==> src/hw/rtl/zmh_pkg.sv <==
`default_nettype none

package zmh_pkg;

   localparam int unsigned GARB_W = 18;

   typedef enum logic [1:0] {
      EV_BYTE    = 2'd0,
      EV_TIMEOUT = 2'd1,
      EV_CARRIER = 2'd2,
      EV_NONE    = 2'd3
   } zmh_event_type;

   typedef enum logic [2:0] {
      ST_OK      = 3'd0,
      ST_CRC     = 3'd1,
      ST_GARBAGE = 3'd2,
      ST_CANCEL  = 3'd3,
      ST_TIMEOUT = 3'd4,
      ST_CARRIER = 3'd5,
      ST_BAD_ESC = 3'd6
   } zmh_status_type;

   typedef enum logic [1:0] {
      FK_BIN16 = 2'd0,
      FK_HEX16 = 2'd1,
      FK_BIN32 = 2'd2
   } zmh_frame_type;

   typedef struct packed {
      zmh_event_type ev;
      logic [7:0]    data;
   } zmh_item_type;

   typedef struct packed {
      zmh_status_type status;
      zmh_frame_type  kind;
      logic [7:0]     htype;
      logic [31:0]    hdata;
   } zmh_result_type;

   localparam logic [7:0]  CH_PAD  = 8'h2A;
   localparam logic [7:0]  CH_DLE  = 8'h18;
   localparam logic [7:0]  CH_XON  = 8'h11;
   localparam logic [7:0]  CH_XOFF = 8'h13;
   localparam logic [7:0]  CH_CR   = 8'h0D;
   localparam logic [7:0]  CH_LF   = 8'h0A;
   localparam logic [7:0]  CH_KIND_A = 8'h41;
   localparam logic [7:0]  CH_KIND_B = 8'h42;
   localparam logic [7:0]  CH_KIND_C = 8'h43;
   localparam logic [7:0]  CH_ABORT  = 8'h6B;   // 'k'
   localparam logic [7:0]  CH_ESC_H  = 8'h68;   // 'h'
   localparam logic [7:0]  CH_ESC_L  = 8'h6C;   // 'l' -> 0x7F
   localparam logic [7:0]  CH_ESC_M  = 8'h6D;   // 'm' -> 0xFF
   localparam logic [7:0]  RUBOUT    = 8'h7F;
   localparam logic [7:0]  ALL_ONES8 = 8'hFF;

   localparam logic [15:0] CRC16_POLY    = 16'h1021;
   localparam logic [31:0] CRC32_POLY    = 32'hEDB88320;
   localparam logic [31:0] CRC32_INIT    = 32'hFFFFFFFF;
   localparam logic [31:0] CRC32_RESIDUE = 32'hDEBB20E3;

   localparam logic [GARB_W-1:0] GARBAGE_RESET = 18'd2400;
   localparam logic [2:0]        CANCEL_RESET  = 3'd5;

   function automatic logic [15:0] crc16_add(input logic [15:0] crc, input logic [7:0] v);
      logic [15:0] c;
      c = crc ^ {v, 8'h00};
      for (int i = 0; i < 8; i++) begin
         c = c[15] ? ({c[14:0], 1'b0} ^ CRC16_POLY) : {c[14:0], 1'b0};
      end
      return c;
   endfunction

   function automatic logic [31:0] crc32_add(input logic [31:0] crc, input logic [7:0] v);
      logic [31:0] c;
      c = crc ^ {24'h000000, v};
      for (int i = 0; i < 8; i++) begin
         c = c[0] ? ({1'b0, c[31:1]} ^ CRC32_POLY) : {1'b0, c[31:1]};
      end
      return c;
   endfunction

endpackage

`default_nettype wire

==> src/hw/rtl/zmh_in_reg.sv <==
`default_nettype none

module zmh_in_reg
   import zmh_pkg::*;
(
   input  wire logic         clock,
   input  wire logic         reset,
   input  wire logic         req_tvalid,
   output logic              req_tready,
   input  wire logic [1:0]   req_tuser,
   input  wire logic [7:0]   req_tdata,
   input  wire logic         take,       // core consumes the held item
   output logic              item_valid,
   output zmh_item_type      item
);

   logic         valid_ff;
   logic         valid_in;
   zmh_item_type item_ff;

   assign req_tready = !valid_ff || take;
   assign valid_in   = (req_tvalid && req_tready) || (valid_ff && !take);

   always_ff @(posedge clock) begin
      if (reset) begin
         valid_ff <= 1'b0;
      end else begin
         valid_ff <= valid_in;
      end
      if (req_tvalid && req_tready) begin
         item_ff.ev   <= zmh_event_type'(req_tuser);
         item_ff.data <= req_tdata;
      end
   end

   assign item_valid = valid_ff;
   assign item       = item_ff;

endmodule

`default_nettype wire

==> src/hw/rtl/zmh_core.sv <==
`default_nettype none

module zmh_core
   import zmh_pkg::*;
(
   input  wire logic              clock,
   input  wire logic              reset,
   input  wire logic              take,
   input  wire zmh_item_type      item,
   input  wire logic [GARB_W-1:0] max_garbage,
   output logic                   res_valid,
   output zmh_result_type         result
);

   typedef enum logic [3:0] {
      PH_HUNT    = 4'd0,
      PH_CANWAIT = 4'd1,
      PH_SPLAT   = 4'd2,
      PH_KIND    = 4'd3,
      PH_BIN     = 4'd4,
      PH_ESC     = 4'd5,
      PH_CAN1    = 4'd6,
      PH_CAN2    = 4'd7,
      PH_CAN3    = 4'd8,
      PH_HEXHI   = 4'd9,
      PH_HEXLO   = 4'd10,
      PH_TRAIL1  = 4'd11,
      PH_TRAIL2  = 4'd12
   } phase_type;

   phase_type         ph_ff, ph_in;
   logic [3:0]        idx_ff, idx_in;
   logic [15:0]       c16_ff, c16_in;
   logic [31:0]       c32_ff, c32_in;
   logic [31:0]       data_ff, data_in;
   logic [7:0]        type_ff, type_in;
   logic [GARB_W-1:0] garb_ff, garb_in;
   logic [2:0]        canc_ff, canc_in;
   logic [3:0]        nib_ff, nib_in;
   zmh_frame_type     kind_ff, kind_in;

   logic [7:0]     b;
   logic [7:0]     c;          // 7-bit masked byte
   logic           drop;
   logic           is_dig;
   logic [3:0]     dig;
   logic           emit;
   zmh_status_type emit_st;
   logic           restart;
   logic           to_trail;
   logic           garb_ev;
   logic [7:0]     garb_c;
   logic           can_ev;
   phase_type      can_next;
   logic           acc_en;
   logic [7:0]     acc_val;
   logic [3:0]     idx_inc;
   logic [3:0]     total;
   logic           good;

   assign b = item.data;
   assign c = {1'b0, item.data[6:0]};

   // line filter: flow control and most control characters are dropped
   assign drop = (c == CH_XON) || (c == CH_XOFF) ||
                 ((c[6:5] == 2'b00) && (c != CH_CR) && (c != CH_LF) && (c != CH_DLE));

   always_comb begin
      is_dig = 1'b0;
      dig    = 4'd0;
      if (c >= 8'h30 && c <= 8'h39) begin
         is_dig = 1'b1;
         dig    = c[3:0];
      end else if (c >= 8'h61 && c <= 8'h66) begin
         is_dig = 1'b1;
         dig    = c[3:0] + 4'd9;
      end
   end

   assign idx_inc = idx_ff + 4'd1;
   assign total   = (kind_ff == FK_BIN32) ? 4'd9 : 4'd7;

   always_comb begin
      ph_in    = ph_ff;
      idx_in   = idx_ff;
      c16_in   = c16_ff;
      c32_in   = c32_ff;
      data_in  = data_ff;
      type_in  = type_ff;
      garb_in  = garb_ff;
      canc_in  = canc_ff;
      nib_in   = nib_ff;
      kind_in  = kind_ff;
      emit     = 1'b0;
      emit_st  = ST_OK;
      restart  = 1'b0;
      to_trail = 1'b0;
      garb_ev  = 1'b0;
      garb_c   = b;
      can_ev   = 1'b0;
      can_next = PH_HUNT;
      acc_en   = 1'b0;
      acc_val  = b;
      good     = 1'b0;
      result   = '0;

      if (take && item.ev != EV_NONE) begin
         if (ph_ff == PH_TRAIL1 || ph_ff == PH_TRAIL2) begin
            if (item.ev == EV_CARRIER) begin
               emit    = 1'b1;
               emit_st = ST_CARRIER;
            end else if (item.ev == EV_BYTE && ph_ff == PH_TRAIL1 && b == CH_CR) begin
               ph_in = PH_TRAIL2;
            end else begin
               ph_in = PH_HUNT;
            end
         end else if (ph_ff == PH_CANWAIT) begin
            // raw byte after a lone CAN
            if (item.ev == EV_TIMEOUT) begin
               ph_in = PH_HUNT;
            end else if (item.ev == EV_CARRIER) begin
               emit    = 1'b1;
               emit_st = ST_CARRIER;
            end else if (b == CH_ABORT) begin
               emit    = 1'b1;
               emit_st = ST_BAD_ESC;
            end else if (b == CH_DLE) begin
               can_ev   = 1'b1;
               can_next = PH_HUNT;
            end else begin
               garb_ev = 1'b1;
               garb_c  = b;
            end
         end else if (item.ev == EV_TIMEOUT) begin
            emit    = 1'b1;
            emit_st = ST_TIMEOUT;
         end else if (item.ev == EV_CARRIER) begin
            emit    = 1'b1;
            emit_st = ST_CARRIER;
         end else begin
            unique case (ph_ff)
               PH_HUNT: begin
                  if (!drop) begin
                     if (c == CH_PAD) begin
                        canc_in = CANCEL_RESET;
                        ph_in   = PH_SPLAT;
                     end else if (c == CH_DLE) begin
                        can_ev   = 1'b1;
                        can_next = PH_CANWAIT;
                     end else begin
                        garb_ev = 1'b1;
                        garb_c  = c;
                     end
                  end
               end
               PH_SPLAT: begin
                  if (!drop) begin
                     if (c == CH_DLE) begin
                        ph_in = PH_KIND;
                     end else if (c != CH_PAD) begin
                        garb_ev = 1'b1;
                        garb_c  = c;
                     end
                  end
               end
               PH_KIND: begin
                  if (!drop) begin
                     if (c == CH_KIND_A || c == CH_KIND_B || c == CH_KIND_C) begin
                        kind_in = (c == CH_KIND_A) ? FK_BIN16 :
                                  (c == CH_KIND_B) ? FK_HEX16 : FK_BIN32;
                        idx_in  = 4'd0;
                        c16_in  = 16'h0000;
                        c32_in  = CRC32_INIT;
                        data_in = 32'h0;
                        ph_in   = (c == CH_KIND_B) ? PH_HEXHI : PH_BIN;
                     end else if (c == CH_DLE) begin
                        can_ev   = 1'b1;
                        can_next = PH_CANWAIT;
                     end else begin
                        garb_ev = 1'b1;
                        garb_c  = c;
                     end
                  end
               end
               PH_BIN: begin
                  if (b == CH_DLE) begin
                     ph_in = PH_ESC;
                  end else begin
                     acc_en  = 1'b1;
                     acc_val = b;
                  end
               end
               PH_ESC: begin
                  ph_in = PH_BIN;
                  if (b == CH_DLE) begin
                     ph_in = PH_CAN1;
                  end else if (b >= CH_ESC_H && b <= CH_ABORT) begin
                     emit    = 1'b1;
                     emit_st = ST_BAD_ESC;
                  end else if (b == CH_ESC_L) begin
                     acc_en  = 1'b1;
                     acc_val = RUBOUT;
                  end else if (b == CH_ESC_M) begin
                     acc_en  = 1'b1;
                     acc_val = ALL_ONES8;
                  end else if (b[6:5] == 2'b10) begin
                     acc_en  = 1'b1;
                     acc_val = b ^ 8'h40;
                  end else begin
                     emit    = 1'b1;
                     emit_st = ST_BAD_ESC;
                  end
               end
               PH_CAN1, PH_CAN2: begin
                  if (b != CH_DLE) begin
                     emit    = 1'b1;
                     emit_st = ST_CANCEL;
                  end else begin
                     ph_in = (ph_ff == PH_CAN1) ? PH_CAN2 : PH_CAN3;
                  end
               end
               PH_CAN3: begin
                  emit    = 1'b1;
                  emit_st = ST_CANCEL;
               end
               PH_HEXHI, PH_HEXLO: begin
                  if (!drop) begin
                     if (!is_dig) begin
                        emit    = 1'b1;
                        emit_st = ST_BAD_ESC;
                     end else if (ph_ff == PH_HEXHI) begin
                        nib_in = dig;
                        ph_in  = PH_HEXLO;
                     end else begin
                        ph_in   = PH_HEXHI;
                        acc_en  = 1'b1;
                        acc_val = {nib_ff, dig};
                     end
                  end
               end
               default: begin
                  restart = 1'b1;
               end
            endcase
         end

         // unexpected byte while hunting
         if (garb_ev) begin
            if (garb_ff <= 18'd1) begin
               emit    = 1'b1;
               emit_st = ST_GARBAGE;
            end else begin
               garb_in = garb_ff - 18'd1;
               if (garb_c != CH_DLE) begin
                  canc_in = CANCEL_RESET;
               end
               ph_in = PH_HUNT;
            end
         end

         if (can_ev) begin
            if (canc_ff <= 3'd1) begin
               emit    = 1'b1;
               emit_st = ST_CANCEL;
            end else begin
               canc_in = canc_ff - 3'd1;
               ph_in   = can_next;
            end
         end

         // one decoded header byte
         if (acc_en) begin
            if (kind_ff == FK_BIN32) begin
               c32_in = crc32_add(c32_ff, acc_val);
            end else begin
               c16_in = crc16_add(c16_ff, acc_val);
            end
            if (idx_ff == 4'd0) begin
               type_in = acc_val;
            end else if (idx_ff <= 4'd4) begin
               data_in = {acc_val, data_ff[31:8]};
            end
            idx_in = idx_inc;
            if (idx_inc >= total) begin
               good     = (kind_ff == FK_BIN32) ? (c32_in == CRC32_RESIDUE) : (c16_in == 16'h0);
               emit     = 1'b1;
               emit_st  = good ? ST_OK : ST_CRC;
               to_trail = good && (kind_ff == FK_HEX16);
            end
         end

         if (emit) begin
            result.status = emit_st;
            result.kind   = kind_ff;
            result.htype  = (emit_st == ST_OK) ? type_in : 8'h00;
            result.hdata  = (emit_st == ST_OK) ? data_in : 32'h0;
         end

         // new attempt with fresh counters
         if (emit || restart) begin
            ph_in   = to_trail ? PH_TRAIL1 : PH_HUNT;
            idx_in  = 4'd0;
            c16_in  = 16'h0000;
            c32_in  = CRC32_INIT;
            data_in = 32'h0;
            type_in = 8'h00;
            garb_in = max_garbage;
            canc_in = CANCEL_RESET;
            nib_in  = 4'd0;
            kind_in = FK_BIN16;
         end
      end
   end

   assign res_valid = emit;

   always_ff @(posedge clock) begin
      if (reset) begin
         ph_ff   <= PH_HUNT;
         idx_ff  <= 4'd0;
         c16_ff  <= 16'h0000;
         c32_ff  <= CRC32_INIT;
         data_ff <= 32'h0;
         type_ff <= 8'h00;
         garb_ff <= GARBAGE_RESET;
         canc_ff <= CANCEL_RESET;
         nib_ff  <= 4'd0;
         kind_ff <= FK_BIN16;
      end else begin
         ph_ff   <= ph_in;
         idx_ff  <= idx_in;
         c16_ff  <= c16_in;
         c32_ff  <= c32_in;
         data_ff <= data_in;
         type_ff <= type_in;
         garb_ff <= garb_in;
         canc_ff <= canc_in;
         nib_ff  <= nib_in;
         kind_ff <= kind_in;
      end
   end

endmodule

`default_nettype wire

==> src/hw/rtl/zmh_out_reg.sv <==
`default_nettype none

module zmh_out_reg
   import zmh_pkg::*;
(
   input  wire logic           clock,
   input  wire logic           reset,
   input  wire logic           load_valid,   // a transfer is moving through the core
   input  wire logic           res_valid,
   input  wire zmh_result_type result,
   output logic                can_load,
   output logic                rsp_tvalid,
   input  wire logic           rsp_tready,
   output logic [4:0]          rsp_tuser,
   output logic [39:0]         rsp_tdata
);

   logic           valid_ff;
   zmh_result_type res_ff;

   assign can_load = !valid_ff || rsp_tready;

   always_ff @(posedge clock) begin
      if (reset) begin
         valid_ff <= 1'b0;
      end else if (can_load) begin
         valid_ff <= load_valid && res_valid;
      end
      if (can_load && load_valid && res_valid) begin
         res_ff <= result;
      end
   end

   assign rsp_tvalid = valid_ff;
   assign rsp_tuser  = {res_ff.kind, res_ff.status};
   assign rsp_tdata  = {res_ff.hdata, res_ff.htype};

endmodule

`default_nettype wire

==> src/hw/rtl/zmodem_header_receiver.sv <==
`default_nettype none

// Channel   Dir  Ports          Fields (low bit up)
// req       in   req_t*         tuser: event_kind[1:0]; tdata: rx_byte[7:0]
// rsp       out  rsp_t*         tuser: status[2:0], frame_kind[4:3];
//                               tdata: header_type[7:0], header_data[39:8]
// csr       in   csr_we/wdata   max_garbage[17:0], write only
//
// One transfer per cycle sustained while rsp is not stalled. A req transfer lands
// in the input register; once the output register can load, its result (if
// any) lands in the output register and drives rsp_tvalid.
// The whole per-event step (filter, CRC-16 or CRC-32 byte update, phase change)
// is one combinational pass between the input and output registers.
// While a result waits on a stalled rsp the core holds its item; req_tready
// drops once the input register is full as well.
// Synchronous active-high reset; max_garbage returns to 2400.

module zmodem_header_receiver
   import zmh_pkg::*;
(
   input  wire logic         clock,
   input  wire logic         reset,
   // line events
   input  wire logic         req_tvalid,
   output logic              req_tready,
   input  wire logic [1:0]   req_tuser,   // event_kind[1:0]
   input  wire logic [7:0]   req_tdata,   // rx_byte[7:0]
   // header results
   output logic              rsp_tvalid,
   input  wire logic         rsp_tready,
   output logic [4:0]        rsp_tuser,   // status[2:0], frame_kind[4:3]
   output logic [39:0]       rsp_tdata,   // header_type[7:0], header_data[39:8]
   // garbage limit register
   input  wire logic         csr_we,
   input  wire logic [17:0]  csr_wdata    // max_garbage[17:0]
);

   logic [GARB_W-1:0] max_garb_ff;
   logic              item_valid;
   zmh_item_type      item;
   logic              can_load;
   logic              take;
   logic              res_valid;
   zmh_result_type    result;

   // zero limit acts as one
   always_ff @(posedge clock) begin
      if (reset) begin
         max_garb_ff <= GARBAGE_RESET;
      end else if (csr_we) begin
         max_garb_ff <= (csr_wdata == 18'd0) ? 18'd1 : csr_wdata;
      end
   end

   assign take = item_valid && can_load;

   zmh_in_reg u_in (
      .clock      (clock),
      .reset      (reset),
      .req_tvalid (req_tvalid),
      .req_tready (req_tready),
      .req_tuser  (req_tuser),
      .req_tdata  (req_tdata),
      .take       (take),
      .item_valid (item_valid),
      .item       (item)
   );

   zmh_core u_core (
      .clock       (clock),
      .reset       (reset),
      .take        (take),
      .item        (item),
      .max_garbage (max_garb_ff),
      .res_valid   (res_valid),
      .result      (result)
   );

   zmh_out_reg u_out (
      .clock      (clock),
      .reset      (reset),
      .load_valid (item_valid),
      .res_valid  (res_valid),
      .result     (result),
      .can_load   (can_load),
      .rsp_tvalid (rsp_tvalid),
      .rsp_tready (rsp_tready),
      .rsp_tuser  (rsp_tuser),
      .rsp_tdata  (rsp_tdata)
   );

endmodule

`default_nettype wire

==> config.mk <==
export PLATFORM = sky130hd
export DESIGN_NAME = zmodem_header_receiver
export DESIGN_NICKNAME = d
export VERILOG_FILES = /design/src/hw/rtl/zmh_pkg.sv /design/src/hw/rtl/zmh_in_reg.sv /design/src/hw/rtl/zmh_core.sv /design/src/hw/rtl/zmh_out_reg.sv /design/src/hw/rtl/zmodem_header_receiver.sv
export SDC_FILE = /design/constraint.sdc
export NUM_CORES = 1
export LEC_CHECK = 0
export ABC_AREA = 1
export BUFFER_PORTS_ARGS = -buffer_cell sky130_fd_sc_hd__buf_2
export CAP_MARGIN = 20
export CORE_AREA = 2 2 143 145
export DETAILED_ROUTE_END_ITERATION = 12
export DIE_AREA = 0 0 145 147
export PLACE_DENSITY = 0.84
export SKIP_LAST_GASP = 1
export SYNTH_ARGS = -nofsm -noshare
export SYNTH_HDL_FRONTEND = slang
export SYNTH_SLANG_ARGS = --single-unit
export TNS_END_PERCENT = 10
==> constraint.sdc <==
create_clock -name clock -period 8.7 [get_ports clock]
set_input_delay 0.435 -clock clock [delete_from_list [all_inputs] [get_ports clock]]
set_output_delay 0.435 -clock clock [all_outputs]
set_load 0.03 [all_outputs]
==> impl_metrics.tcl <==
set metrics [dict create \
    status "finished clean" \
    detail-route-antenna-nets 0 \
    slowest_stage "edfxtp_1" \
    postCtsSetupBuffers 0 \
    whs_ns 0.171 \
    mappedNetlistNets 2024 \
    critPathLaunch "u_in.item[1]" \
    synthTopCellsByCount "nand2_1 (606), inv_1 (206), nor2_1 (179)" \
    critPathMaxStageDelay_ns 0.50 \
    num_rows 52 \
    die_w_microns 145 \
    critPathMaxFanout 40 \
    hp-class "input pin to flip-flop" \
    finalCritPeriodShare 0.595 \
    grt_use_met1 0.455 \
    hold-path-cell-count 1 \
    synth-edff-count 55 \
    syn_avg_cell_area_sq_um 6.39 \
    rr_worst_depth 28 \
    grt_first_pass_wirelength_mm 60.3 \
    start_util 0.637 \
    clockRootBuffer "clkbuf_16" \
    yosys.area.top_type "dfxtp_1" \
    antenna_found_initial 0 \
    drt-total-wl_mm 37.3 \
    drv_slew 0 \
    core_sq_um 19800 \
    die-area_sq_um 21300 \
    tns_ns 0 \
    diodes 0 \
    worst_pin_slew_ns 1.15 \
    clkSlewWorstSetupHoldPaths_ns 0.08 \
    grt_util_all_layers 0.345 \
    synth-async-reset-ratio 0 \
    use_met3 0.0693 \
    drcViolationCount 0 \
    num_vias 13400 \
    grt_max_degree 97 \
    rsz0062_at_grt "false" \
    fp.dieH_microns 147 \
    cp.arrival_ns 5.44 \
    worst-path-buf-inv 3 \
    path_common_cell "nand2_1" \
    fin_skew_ns 0.0134 \
    critPathTopFamily "simple AND/OR/NAND/NOR gates" \
    dr.pass1.iters 6 \
    critPathCaptureType "flip-flop" \
    ys_seq_area_frac 0.357 \
    cp.required_ns 8.97 \
    p_leak_nw 5.81 \
    numPortBuffers 79 \
    rrSetupSlack_ns 3.53 \
    r2r_start "u_in.item[1]" \
    setup_viol 0 \
    io_pins 80 \
    yosysTopAreaCellShare 0.226 \
    final_nets 2039 \
    area_growth_pct 8.27 \
    slew_headroom 0.236 \
    ir_drop_mv 0.130 \
    ctsResizeCount 0 \
    cts-hold-fix-buffers 0 \
    max_cap_viol_count 0 \
    r2r-end "u_out.rsp_tdata[7]" \
    busiest_layer "met2" \
    max_freq_mhz 193 \
    hold_viol_final 0 \
    netlist_instances 1979 \
    yosys_warnings 0 \
    synthesis.area_sq_um 12600 \
    synth.area.top_cells "dfxtp_1 (23%), nand2_1 (18%), edfxtp_1 (13%)" \
    route.detailed.wl_per_inst_microns 16.4 \
    ys.flop_type "dfxtp_1" \
    min_period_ns 5.17 \
    insertion_delay_ns 0.44 \
    cts_max_path_buffers 2 \
    drive_above_1_share 0.0937 \
    ys_ff_latch 198 \
    h-tree-depth 4 \
    place_congestion 1.04 \
    crit_end "u_out.rsp_tdata[7]" \
    grt_pass1_vias 12200 \
    crit_path_start_kind "flip-flop" \
    post-dp-hpwl_mm 25.1 \
    power.density_nw_per_um2 159 \
    gr-total-overflow 0 \
    worst-setup-path-type "flip-flop to flip-flop" \
    cts_tree "yes" \
    first_iter_violations 1636 \
    synthMostInstantiatedCell "nand2_1" \
    fin_util 0.690 \
    grt_util_met2 0.558 \
    path_depth 28 \
    netlist-cell-type-count 48 \
    cts_buffers 17 \
    cts_sinks 198 \
    viasPerCell 5.90 \
]
[routing by layer]
layer  wire, microns  share of wire
met1           15300           0.41
met2           17000           0.45
met3            3690          0.099
met4            1380          0.037
met5               0              0
[worst reg2reg max path: cells and delay by family, from the launching register on]
kind | cells | cell delay (ns)
AND/OR/NAND/NOR | 24 | 3.96
flip-flops | 1 | 0.50
buffers and inverters | 3 | 0.32
adder cells (fa/ha/maj) | 1 | 0.23
[report_power, final]
group,leakage (nW),internal (mW),switching [mW]
clock,0.278,0.382,0.386
sequential,1.65,0.977,0.0255
combinational,3.89,0.114,0.288
total,5.81,1.47,0.699
[worst min path at each step]
stage	start	endpoint	slack, ns
5_1_grt	req_tdata[0]	u_in.item[0]	0.16
4_1_cts	req_tdata[1]	u_in.item[1]	0.16
3_5_place_dp	max_garb_ff[6]	max_garb_ff[6]	0.45
2_1_floorplan	max_garb_ff[6]	max_garb_ff[6]	0.42
3_3_place_gp	max_garb_ff[6]	max_garb_ff[6]	0.44
6_report	req_tdata[0]	u_in.item[0]	0.17
[registers in the layout, indices dropped and copies added, names as in the netlist]
name	cells
u_out.rsp_tvalid	1
u_core.idx_ff	4
u_core.c32_ff	32
u_core.nib_ff	4
u_out.rsp_tuser	5
u_in.item_valid	1
u_core.garb_ff	18
u_core.ph_ff	4
u_core.c16_ff	16
u_core.kind_ff	2
u_in.item	10
max_garb_ff	18
u_core.type_ff	8
u_core.data_ff	32
u_out.rsp_tdata	40
u_core.canc_ff	3
[through the flow]
step | power, mW | cells | area [sq um] | setup WS, ns
floorplan | 1.31 | 1979 | 12600 | 3.96
global placement | 1.41 | 2244 | 13100 | 3.77
detailed placement | 1.41 | 2244 | 13100 | 3.74
CTS | 2.17 | 2276 | 13700 | 3.68
global route | 2.26 | 2277 | 13700 | 3.02
finish | 2.17 | 2277 | 13700 | 3.53
[layout by cell type, fill, tap and decap left out, types with 6 or more instances in the layout]
| master | count |
|---|---|
| a211oi_1 | 11 |
| a21oi_1 | 126 |
| a2bb2oi_1 | 9 |
| a31oi_1 | 17 |
| buf_2 | 78 |
| buf_4 | 13 |
| clkbuf_16 | 17 |
| dfxtp_1 | 143 |
| edfxtp_1 | 55 |
| ha_1 | 12 |
| inv_1 | 205 |
| inv_2 | 12 |
| nand2_1 | 606 |
| nand2_2 | 16 |
| nand3_1 | 157 |
| nand4_1 | 18 |
| nor2_1 | 175 |
| nor2_2 | 22 |
| nor3_1 | 16 |
| nor4_1 | 6 |
| o211ai_1 | 28 |
| o21ai_0 | 150 |
| o22ai_1 | 38 |
| xnor2_1 | 9 |
| xor2_1 | 18 |
[cells by family (layout without fill, tap and decap cells)]
group	after synthesis	in the layout	synth area share
fa+ha+maj	12	12	0.0119
simple gates	1031	1031	0.340
flops	198	198	0.357
buf+inv	316	344	0.0972
compound gates	395	395	0.176
xor+xnor	27	27	0.0187
[cell type report]
cell class / count / area, sq um
tap: 270 / 338
sequential: 198 / 4510
fill: 1682 / 6150
timing repair buffer: 92 / 515
inverter: 220 / 826
multi-input combinational: 1465 / 6940
clock inverter: 13 / 134
clock buffer: 19 / 433
Power figures use the tool's default switching activity.
